--- src/sv/qlt_pkg.sv ---
// ----------------------------------------------------------------------------
// qlt_pkg
// Shared types, character codes and helpers of the quoted line tokenizer.
// ----------------------------------------------------------------------------
package qlt_pkg;

    // Token limit as configured and as the 4-bit index / 5-bit count fields allow.
    localparam int         QLT_TOKEN_LIMIT = 16;
    localparam logic [4:0] QLT_LIMIT_EFF   =
        (QLT_TOKEN_LIMIT > 16) ? 5'd16 : 5'(QLT_TOKEN_LIMIT);

    // Most results one item can cause.
    localparam int QLT_MAX_RES = 3;
    localparam int QLT_RES_W   = $clog2(QLT_MAX_RES + 1);
    localparam int QLT_POS_W   = $clog2(QLT_MAX_RES);

    localparam logic [7:0] CH_NUL    = 8'h00;
    localparam logic [7:0] CH_TAB    = 8'h09;
    localparam logic [7:0] CH_LF     = 8'h0A;
    localparam logic [7:0] CH_CR     = 8'h0D;
    localparam logic [7:0] CH_SPACE  = 8'h20;
    localparam logic [7:0] CH_DQUOTE = 8'h22;
    localparam logic [7:0] CH_HASH   = 8'h23;
    localparam logic [7:0] CH_SQUOTE = 8'h27;
    localparam logic [7:0] CH_SLASH  = 8'h2F;
    localparam logic [7:0] CH_ZERO   = 8'h30;
    localparam logic [7:0] CH_NINE   = 8'h39;
    localparam logic [7:0] CH_UC_X   = 8'h58;
    localparam logic [7:0] CH_BSLASH = 8'h5C;
    localparam logic [7:0] CH_LC_A   = 8'h61;
    localparam logic [7:0] CH_LC_F   = 8'h66;
    localparam logic [7:0] CH_LC_N   = 8'h6E;
    localparam logic [7:0] CH_LC_R   = 8'h72;
    localparam logic [7:0] CH_LC_T   = 8'h74;
    localparam logic [7:0] CH_LC_X   = 8'h78;
    localparam logic [7:0] CH_CASE   = 8'h20;

    typedef enum logic [1:0] {
        OK_BYTE         = 2'd0,
        OK_TOKEN_CLOSED = 2'd1,
        OK_LINE_CLOSED  = 2'd2
    } t_out_kind;

    typedef enum logic [8:0] {
        M_SKIPWS    = 9'b000000001,
        M_TOKEN     = 9'b000000010,
        M_QUOTED    = 9'b000000100,
        M_ESC       = 9'b000001000,
        M_HEX1      = 9'b000010000,
        M_HEX2      = 9'b000100000,
        M_SLASH_WS  = 9'b001000000,
        M_SLASH_TOK = 9'b010000000,
        M_DONE      = 9'b100000000
    } t_scan_mode;

    typedef struct packed {
        t_out_kind  kind;
        logic [7:0] data;
    } t_res_ent;

    // All results of one item, with the token count they report.
    typedef struct packed {
        logic [QLT_RES_W-1:0]           cnt;
        logic [4:0]                     count;
        t_res_ent [QLT_MAX_RES-1:0]     ent;
    } t_bundle;

    function automatic logic is_hex(input logic [7:0] c);
        logic [7:0] lc;
        lc = c | CH_CASE;
        return ((c >= CH_ZERO) && (c <= CH_NINE)) || ((lc >= CH_LC_A) && (lc <= CH_LC_F));
    endfunction

    function automatic logic [3:0] hex_val(input logic [7:0] c);
        logic [7:0] lc;
        logic [7:0] v;
        lc = c | CH_CASE;
        if ((c >= CH_ZERO) && (c <= CH_NINE)) begin
            v = c - CH_ZERO;
        end else begin
            v = lc - CH_LC_A + 8'd10;
        end
        return v[3:0];
    endfunction

endpackage

--- src/sv/qlt_parser.sv ---
// ----------------------------------------------------------------------------
// qlt_parser
// Input register, scan state and the one-pass step that turns a registered
// byte or end-of-line item into a bundle of up to three results.
// ----------------------------------------------------------------------------
module qlt_parser
    import qlt_pkg::*;
(
    input  logic       i_clk,
    input  logic       i_rst_n,
    input  logic       i_in_valid,
    output logic       o_in_stall,
    input  logic       i_kind,
    input  logic [7:0] i_line_byte,
    input  logic       i_take,
    output logic       o_load,
    output t_bundle    o_bundle
);

    logic       r_in_valid;
    logic       r_in_kind;
    logic [7:0] r_in_byte;

    t_scan_mode r_mode, n_mode;
    logic       r_qs, n_qs;
    logic [7:0] r_hex, n_hex;
    logic [4:0] r_tok, n_tok;

    logic       consume;
    logic [7:0] c;
    logic       is_ws, is_nul, is_hash, is_slash, is_quote, is_bs, is_endq;
    logic       tb_close, tb_byte, qb_close, qb_byte;
    t_scan_mode tb_mode, qb_mode;
    logic       at_limit;
    t_bundle    bd;

    function automatic t_bundle put(input t_bundle b, input t_out_kind k,
                                    input logic [7:0] d);
        t_bundle r;
        r = b;
        r.ent[r.cnt[QLT_POS_W-1:0]].kind = k;
        r.ent[r.cnt[QLT_POS_W-1:0]].data = (k == OK_BYTE) ? d : 8'h00;
        r.cnt = r.cnt + 1'b1;
        return r;
    endfunction

    // Closes the token, passes the byte on, or does neither, as one plain byte does.
    function automatic t_bundle put_step(input t_bundle b, input logic cl,
                                         input logic by, input logic [7:0] d);
        t_bundle r;
        r = b;
        if (cl) begin
            r = put(r, OK_TOKEN_CLOSED, 8'h00);
        end else if (by) begin
            r = put(r, OK_BYTE, d);
        end
        return r;
    endfunction

    assign consume    = r_in_valid && i_take;
    assign o_in_stall = r_in_valid && !i_take;
    assign o_load     = consume;
    assign o_bundle   = bd;

    always_ff @(posedge i_clk) begin
        if (!i_rst_n) begin
            r_in_valid <= 1'b0;
        end else if (!o_in_stall) begin
            r_in_valid <= i_in_valid;
        end
    end

    always_ff @(posedge i_clk) begin
        if (!o_in_stall && i_in_valid) begin
            r_in_kind <= i_kind;
            r_in_byte <= i_line_byte;
        end
    end

    always_ff @(posedge i_clk) begin
        if (!i_rst_n) begin
            r_mode <= M_SKIPWS;
            r_qs   <= 1'b0;
            r_hex  <= 8'h00;
            r_tok  <= 5'd0;
        end else if (consume) begin
            r_mode <= n_mode;
            r_qs   <= n_qs;
            r_hex  <= n_hex;
            r_tok  <= n_tok;
        end
    end

    // End of line is parsed as a NUL byte first.
    assign c        = r_in_kind ? CH_NUL : r_in_byte;
    assign is_ws    = (c == CH_SPACE) || (c == CH_TAB);
    assign is_nul   = (c == CH_NUL);
    assign is_hash  = (c == CH_HASH);
    assign is_slash = (c == CH_SLASH);
    assign is_quote = (c == CH_DQUOTE) || (c == CH_SQUOTE);
    assign is_bs    = (c == CH_BSLASH);
    assign is_endq  = (c == (r_qs ? CH_SQUOTE : CH_DQUOTE));
    assign at_limit = (r_tok >= QLT_LIMIT_EFF);

    assign tb_close = is_nul || is_hash || is_ws;
    assign tb_byte  = !(tb_close || is_slash);
    assign qb_close = is_nul || is_endq;
    assign qb_byte  = !(qb_close || is_bs);

    always_comb begin
        priority if (is_nul || is_hash) begin
            tb_mode = M_DONE;
        end else if (is_ws) begin
            tb_mode = M_SKIPWS;
        end else if (is_slash) begin
            tb_mode = M_SLASH_TOK;
        end else begin
            tb_mode = M_TOKEN;
        end
        priority if (is_nul) begin
            qb_mode = M_DONE;
        end else if (is_endq) begin
            qb_mode = M_SKIPWS;
        end else if (is_bs) begin
            qb_mode = M_ESC;
        end else begin
            qb_mode = M_QUOTED;
        end
    end

    always_comb begin
        bd     = '0;
        n_mode = r_mode;
        n_qs   = r_qs;
        n_hex  = r_hex;
        n_tok  = r_tok;
        unique case (r_mode)
            M_SKIPWS: begin
                priority if (is_ws) begin
                    n_mode = M_SKIPWS;
                end else if (is_nul || is_hash) begin
                    n_mode = M_DONE;
                end else if (is_slash) begin
                    n_mode = M_SLASH_WS;
                end else if (at_limit) begin
                    n_mode = M_DONE;
                end else begin
                    n_tok = r_tok + 5'd1;
                    if (is_quote) begin
                        n_qs   = (c == CH_SQUOTE);
                        n_mode = M_QUOTED;
                    end else begin
                        n_mode = M_TOKEN;
                        bd     = put(bd, OK_BYTE, c);
                    end
                end
            end
            M_TOKEN: begin
                n_mode = tb_mode;
                bd     = put_step(bd, tb_close, tb_byte, c);
            end
            M_QUOTED: begin
                n_mode = qb_mode;
                bd     = put_step(bd, qb_close, qb_byte, c);
            end
            M_ESC: begin
                n_mode = M_QUOTED;
                priority if (c == CH_LC_N) begin
                    bd = put(bd, OK_BYTE, CH_LF);
                end else if (c == CH_LC_R) begin
                    bd = put(bd, OK_BYTE, CH_CR);
                end else if (c == CH_LC_T) begin
                    bd = put(bd, OK_BYTE, CH_TAB);
                end else if ((c == CH_LC_X) || (c == CH_UC_X)) begin
                    n_mode = M_HEX1;
                end else if (is_nul) begin
                    n_mode = M_DONE;
                    bd     = put(bd, OK_TOKEN_CLOSED, 8'h00);
                end else begin
                    bd = put(bd, OK_BYTE, c);
                end
            end
            M_HEX1: begin
                if (is_hex(c)) begin
                    n_hex  = c;
                    n_mode = M_HEX2;
                end else begin
                    n_mode = qb_mode;
                    bd     = put_step(bd, qb_close, qb_byte, c);
                end
            end
            M_HEX2: begin
                n_hex = 8'h00;
                if (is_hex(c)) begin
                    n_mode = M_QUOTED;
                    bd     = put(bd, OK_BYTE, {hex_val(r_hex), hex_val(c)});
                end else begin
                    // A malformed escape keeps the held digit as a plain byte.
                    n_mode = qb_mode;
                    bd     = put(bd, OK_BYTE, r_hex);
                    bd     = put_step(bd, qb_close, qb_byte, c);
                end
            end
            M_SLASH_WS: begin
                if (is_slash || at_limit) begin
                    n_mode = M_DONE;
                end else begin
                    n_tok  = r_tok + 5'd1;
                    n_mode = tb_mode;
                    bd     = put(bd, OK_BYTE, CH_SLASH);
                    bd     = put_step(bd, tb_close, tb_byte, c);
                end
            end
            M_SLASH_TOK: begin
                if (is_slash) begin
                    n_mode = M_DONE;
                    bd     = put(bd, OK_TOKEN_CLOSED, 8'h00);
                end else begin
                    n_mode = tb_mode;
                    bd     = put(bd, OK_BYTE, CH_SLASH);
                    bd     = put_step(bd, tb_close, tb_byte, c);
                end
            end
            M_DONE: begin
                n_mode = M_DONE;
            end
            default: begin
                n_mode = M_DONE;
            end
        endcase
        bd.count = n_tok;
        if (r_in_kind) begin
            bd     = put(bd, OK_LINE_CLOSED, 8'h00);
            n_mode = M_SKIPWS;
            n_qs   = 1'b0;
            n_hex  = 8'h00;
            n_tok  = 5'd0;
        end
    end

endmodule

--- src/sv/qlt_emitter.sv ---
// ----------------------------------------------------------------------------
// qlt_emitter
// Result register holding one item's bundle and handing its results out one
// word per cycle while the output is not stalled.
// ----------------------------------------------------------------------------
module qlt_emitter
    import qlt_pkg::*;
(
    input  logic       i_clk,
    input  logic       i_rst_n,
    input  logic       i_load,
    input  t_bundle    i_bundle,
    output logic       o_take,
    output logic       o_out_valid,
    input  logic       i_out_stall,
    output logic [1:0] o_out_kind,
    output logic [7:0] o_out_byte,
    output logic [3:0] o_token_index,
    output logic [4:0] o_token_count,
    output logic       o_last
);

    logic [QLT_RES_W-1:0]       r_cnt;
    logic [QLT_POS_W-1:0]       r_pos;
    logic [4:0]                 r_count;
    t_res_ent [QLT_MAX_RES-1:0] r_ent;

    t_res_ent cur;
    logic     done;

    assign cur         = r_ent[r_pos];
    assign o_out_valid = (r_cnt != '0);
    assign o_last      = (r_pos == QLT_POS_W'(r_cnt - 1'b1));
    assign done        = o_out_valid && !i_out_stall && o_last;
    assign o_take      = !o_out_valid || done;

    assign o_out_kind    = cur.kind;
    assign o_out_byte    = cur.data;
    assign o_token_count = r_count;
    assign o_token_index = ((cur.kind == OK_LINE_CLOSED) || (r_count == 5'd0))
                           ? 4'd0 : 4'(r_count - 5'd1);

    always_ff @(posedge i_clk) begin
        if (!i_rst_n) begin
            r_cnt <= '0;
            r_pos <= '0;
        end else if (i_load) begin
            r_cnt <= i_bundle.cnt;
            r_pos <= '0;
        end else if (o_out_valid && !i_out_stall) begin
            if (o_last) begin
                r_cnt <= '0;
            end else begin
                r_pos <= r_pos + 1'b1;
            end
        end
    end

    always_ff @(posedge i_clk) begin
        if (i_load) begin
            r_ent   <= i_bundle.ent;
            r_count <= i_bundle.count;
        end
    end

endmodule

--- src/sv/quoted_line_tokenizer.sv ---
// ----------------------------------------------------------------------------
// quoted_line_tokenizer
// Splits a text line, fed one byte per word and closed by an end-of-line
// word, into tokens with quoting, escapes and comments.
// ----------------------------------------------------------------------------
// A byte word passes an input register, is parsed combinationally and its
// results (at most three: two for a byte, three for end of line) land in a
// result register, from which they leave one word per cycle while the output
// is not stalled. The block takes one input word per cycle as long as each
// word causes at most one result and the output is not stalled; a word with
// more results holds the input until the result register, with its single
// output port, has handed them all out. Words that cause no result
// (whitespace, a pending slash or hex digit, anything after a comment)
// produce nothing. End of line closes the open token, reports line closed
// with the token count, and clears all state for the next line.
module quoted_line_tokenizer
    import qlt_pkg::*;
(
    input  logic       i_clk,
    input  logic       i_rst_n,
    input  logic       i_in_valid,
    output logic       o_in_stall,
    input  logic       i_kind,
    input  logic [7:0] i_line_byte,
    output logic       o_out_valid,
    input  logic       i_out_stall,
    output logic [1:0] o_out_kind,
    output logic [7:0] o_out_byte,
    output logic [3:0] o_token_index,
    output logic [4:0] o_token_count,
    output logic       o_last
);

    logic    take;
    logic    load;
    t_bundle bundle;

    qlt_parser u_parser (
        .i_clk       (i_clk),
        .i_rst_n     (i_rst_n),
        .i_in_valid  (i_in_valid),
        .o_in_stall  (o_in_stall),
        .i_kind      (i_kind),
        .i_line_byte (i_line_byte),
        .i_take      (take),
        .o_load      (load),
        .o_bundle    (bundle)
    );

    qlt_emitter u_emitter (
        .i_clk         (i_clk),
        .i_rst_n       (i_rst_n),
        .i_load        (load),
        .i_bundle      (bundle),
        .o_take        (take),
        .o_out_valid   (o_out_valid),
        .i_out_stall   (i_out_stall),
        .o_out_kind    (o_out_kind),
        .o_out_byte    (o_out_byte),
        .o_token_index (o_token_index),
        .o_token_count (o_token_count),
        .o_last        (o_last)
    );

endmodule

--- config.mk ---
export PLATFORM = sky130hd
export DESIGN_NAME = quoted_line_tokenizer
export DESIGN_NICKNAME = d
export VERILOG_FILES = /design/src/sv/qlt_pkg.sv /design/src/sv/qlt_parser.sv /design/src/sv/qlt_emitter.sv /design/src/sv/quoted_line_tokenizer.sv
export SDC_FILE = /design/constraint.sdc
export NUM_CORES = 1
export LEC_CHECK = 0
export BUFFER_PORTS_ARGS = -buffer_cell sky130_fd_sc_hd__buf_2
export CAP_MARGIN = 10
export CORE_MARGIN = 1
export CORE_UTILIZATION = 54
export DETAILED_ROUTE_END_ITERATION = 8
export PLACE_DENSITY = 0.73
export SETUP_SLACK_MARGIN = 0.4
export SLEW_MARGIN = 15
export SYNTH_ARGS = -nofsm -noshare
export SYNTH_HDL_FRONTEND = slang
export SYNTH_SLANG_ARGS = --single-unit
--- constraint.sdc ---
create_clock -name i_clk -period 3.98 [get_ports i_clk]
set_input_delay 0.398 -clock i_clk [delete_from_list [all_inputs] [get_ports i_clk]]
set_output_delay 0.398 -clock i_clk [all_outputs]
set_load 0.05 [all_outputs]
==> results.sh <==
export IMPL_wl_um=10140
export IMPL_grt_pass1_wl_um=17130
export IMPL_synth_ff_type="edfxtp_1"
export IMPL_p_leak_nw=1.793
export IMPL_grt_start_max_net_pins=30
export IMPL_synth_cells=467
export IMPL_setup_ws_ps=612.2
export IMPL_drive_gt1_share_pct=18.32
export IMPL_endpoint_kind="register"
export IMPL_viasPerCell=6.116
export IMPL_crit_path_start_kind="register"
export IMPL_grt_setup_unrepaired="false"
export IMPL_pin_count=35
export IMPL_period_share_pct=84.62
export IMPL_synthAdderAreaFrac_pct=3.594
export IMPL_yosys_area_share_simple_pct=26.65
export IMPL_tightest_slew_ps=981.9
export IMPL_syn_area_sq_um=4178
export IMPL_synth_top_area_share_pct=25.16
export IMPL_synth_xor_area_share_pct=3.564
export IMPL_die_h_um=89.96
export IMPL_cts_max_level=3
export IMPL_comb_power_share_pct=17.6
export IMPL_cts_buffers=9
export IMPL_max_cap_violations=0
export IMPL_port_buffers=34
export IMPL_crit_path_end="u_emitter.r_ent[7]$_DFFE_PP_"
export IMPL_postCtsHoldBufs=0
export IMPL_dpl_hpwl_um=7385
export IMPL_core_sq_um=7370
export IMPL_ant_nets=0
export IMPL_num_fill_cells=619
export IMPL_routedWlPerCell_um=16.57
export IMPL_fin_nets=533
export IMPL_place_gp_congestion=0.9059
export IMPL_slew_violations=0
export IMPL_tns_ps=0
export IMPL_muxShareOfSynthArea_pct=5.181
export IMPL_clock_sinks=63
export IMPL_num_antenna_cells=0
export IMPL_setup_worst_path_class="register to register"
export IMPL_worst_ep_arrival_time_ps=3560
export IMPL_cts_max_path_buffers=2
export IMPL_hp_class="primary input to register"
export IMPL_synth_compound_area_share_pct=17.91
export IMPL_dr_pass1_iters=5
export IMPL_peakVddDrop_v=0.0001815
export IMPL_pre_cts_ws_ps=555.7
export IMPL_cp_max_fo=10
export IMPL_max_freq_ghz=0.2969
export IMPL_root_buffer="clkbuf_8"
export IMPL_setup_viol=0
export IMPL_outcome="completed"
export IMPL_overflow=0
export IMPL_synth_top_area_cell="edfxtp_1"
export IMPL_vias=3743
export IMPL_synthTopCellsByArea="edfxtp_1 25%, dfxtp_1 13%, nor2_1 5.8%"
export IMPL_grt_use_total_pct=26.44
export IMPL_critPathRequiredTime_ps=4170
export IMPL_fin_hold_ws_ps=212.5
export IMPL_synth_top_family_by_area="simple AND/OR/NAND/NOR gates"
export IMPL_finalHoldViolations=0
export IMPL_drc=0
export IMPL_finalClockSkew_ps=8.590
export IMPL_die_w_um=89.96
export IMPL_synth_cell_types=76
export IMPL_syn_nets=492
export IMPL_reg2reg_depth=11
export IMPL_pwr_share_clk_pct=39.8
export IMPL_synth_edff_count=35
export IMPL_rows=31
export IMPL_clock_latency_ps=350
export IMPL_initial_core_util_pct=56.69
export IMPL_seq_area_frac_synth_pct=38.57
export IMPL_slowest_delay_ps=540
export IMPL_p_per_area_nw_per_um2=365.4
export IMPL_p_int_mw=1.230
export IMPL_path_clk_slew_ps=80
export IMPL_die_area_sq_um=8092
export IMPL_avgSynthCellArea_sq_um=8.946
export IMPL_ys_warn_count=0
export IMPL_cp_startpoint="u_parser.r_in_byte[2]$_DFFE_PP_"
export IMPL_power_total_mw=1.740
export IMPL_pwr_share_seq_pct=42.5
export IMPL_ys_async_sr_fraction_pct=0
export IMPL_grt_pass1_vias=3376
export IMPL_rr_startpoint="u_parser.r_in_byte[2]$_DFFE_PP_"
export IMPL_cts_tree="done"
export IMPL_drtIter0Drc=365
export IMPL_fin_crit_ps=3368
export IMPL_antenna_found_initial=0
export IMPL_swShare_pct=29.31
export IMPL_crit_chain="or4_4 > nand4_2 > a21oi_2 > buf_4 > o31ai_1 > inv_1 > ha_1 > and2_1 > or2_0 > or3_1 > o21ai_0"
export IMPL_relSlewSlack_pct=34.40
export IMPL_r2r_end="u_emitter.r_ent[7]$_DFFE_PP_"
export IMPL_slowest_stage="or4_4"
export IMPL_p_sw_uw=509.9
export IMPL_r2r_setup_slack_ps=610
export IMPL_ys_seq_elements=63
export IMPL_area_growth_syn_to_layout_pct=13.96
flip-flops by register name, indices dropped and copies added (netlist names), 2 cells and up:
| name | flops |
|---|---|
| u_emitter.r_ent | 21 |
| u_parser.r_mode | 9 |
| u_parser.r_hex | 8 |
| u_parser.r_in_byte | 8 |
| u_emitter.o_token_count | 5 |
| u_parser.r_tok | 5 |
| u_emitter.r_cnt | 2 |
| u_emitter.r_pos | 2 |
cells in the mapped netlist (3+ instances only):
cell type and n:
a21o_1 3, a21oi_1 20, a22o_1 4, a31oi_1 5, and2_1 7, and3_1 5, buf_2 15, clkbuf_1 6
dfxtp_1 28, edfxtp_1 35, ha_1 12, inv_1 18, mux2i_1 19, nand2_1 27, nand2b_1 12, nand3_1 12
nand3b_1 7, nand4_1 4, nor2_1 64, nor2b_1 9, nor3_1 17, nor4_1 3, o211ai_1 5, o21a_1 4
o21ai_0 32, o21ai_1 3, o31a_1 4, o31ai_1 4, or3_1 6, xnor2_1 12, xor2_1 5
worst max-delay path, delay by kind of cell (launching register included):
| family | cells | cell delay, ps |
|---|---|---|
| flops | 1 | 520 |
| simple gates | 5 | 1610 |
| fa+ha+maj | 1 | 190 |
| compound gates | 3 | 560 |
| buf+inv | 2 | 320 |
power groups by stage:
| stage | sequential, mW | clock [mW] | combinational [mW] |
|---|---|---|---|
| after floorplan | 0.755 | 0 | 0.222 |
| after global placement | 0.757 | 0 | 0.286 |
| after detailed placement | 0.759 | 0 | 0.289 |
| after CTS | 0.744 | 0.696 | 0.291 |
| after global routing | 0.743 | 0.725 | 0.334 |
| final | 0.740 | 0.693 | 0.307 |
worst min path at each step:
stage / from / end / cells past startpoint
2_1_floorplan: u_parser.r_hex[7]$_SDFFE_PN0P_ / u_parser.r_hex[7]$_SDFFE_PN0P_ / 2
3_3_place_gp: u_parser.r_hex[7]$_SDFFE_PN0P_ / u_parser.r_hex[7]$_SDFFE_PN0P_ / 2
3_5_place_dp: u_parser.r_hex[7]$_SDFFE_PN0P_ / u_parser.r_hex[7]$_SDFFE_PN0P_ / 2
4_1_cts: i_line_byte[6] / u_parser.r_in_byte[6]$_DFFE_PP_ / 1
5_1_grt: i_line_byte[2] / u_parser.r_in_byte[2]$_DFFE_PP_ / 1
6_report: i_kind / u_parser.r_in_kind$_DFFE_PP_ / 1
cell families (layout without fill, tap and decap cells):
| logic type | after synthesis | count (layout) |
|---|---|---|
| and+or+nand+nor | 200 | 200 |
| AOI/OAI and AO/OA | 111 | 111 |
| DFF | 63 | 63 |
| buffers and inverters | 43 | 89 |
| muxes | 21 | 21 |
| xor gates and xnor gates | 17 | 17 |
| adders and majority gates | 12 | 12 |
repair_timing:
item	4_1_cts	5_1_grt
buffers inserted	0	10
resized for setup	0	2
endpoints found under the setup margin	0	8
final cells by class:
class	instances	area, sq um	share of cell area (%)
clock buffers	9	123.9	2.602
clock inverters	7	120.1	2.523
multi-input cells	361	2390	50.20
well taps	99	123.9	2.602
repair buffers	54	320.3	6.728
inverters	19	71.32	1.498
flip-flops and latches	63	1612	33.85
stage by stage:
stage | cell area (sq um) | std cells | util, %
after CTS | 4676 | 602 | 63.45
after global placement | 4432 | 586 | 60.14
final | 4761 | 612 | 64.60
after detailed placement | 4432 | 586 | 60.14
after global routing | 4761 | 612 | 64.60
after floorplan | 4178 | 467 | -
cells in the final DEF (no fill, tap or decap), types with 17 or more instances in the layout:
cell type	netlist	routed
buf_2	15	34
a21oi_1	20	20
nand2_1	27	27
o21ai_0	32	32
buf_4	0	20
mux2i_1	19	19
inv_1	18	18
nor2_1	64	63
dfxtp_1	28	28
nor3_1	17	17
edfxtp_1	35	35
layer usage:
metal	global-route usage, %	vias up	wire [um]
met2	39.17	172	4576
met1	38.62	1764	4689
met5	0	-	0
met4	9.409	0	189
li1	-	1787	-
met3	4.822	20	684
Power figures use the tool's default switching activity.
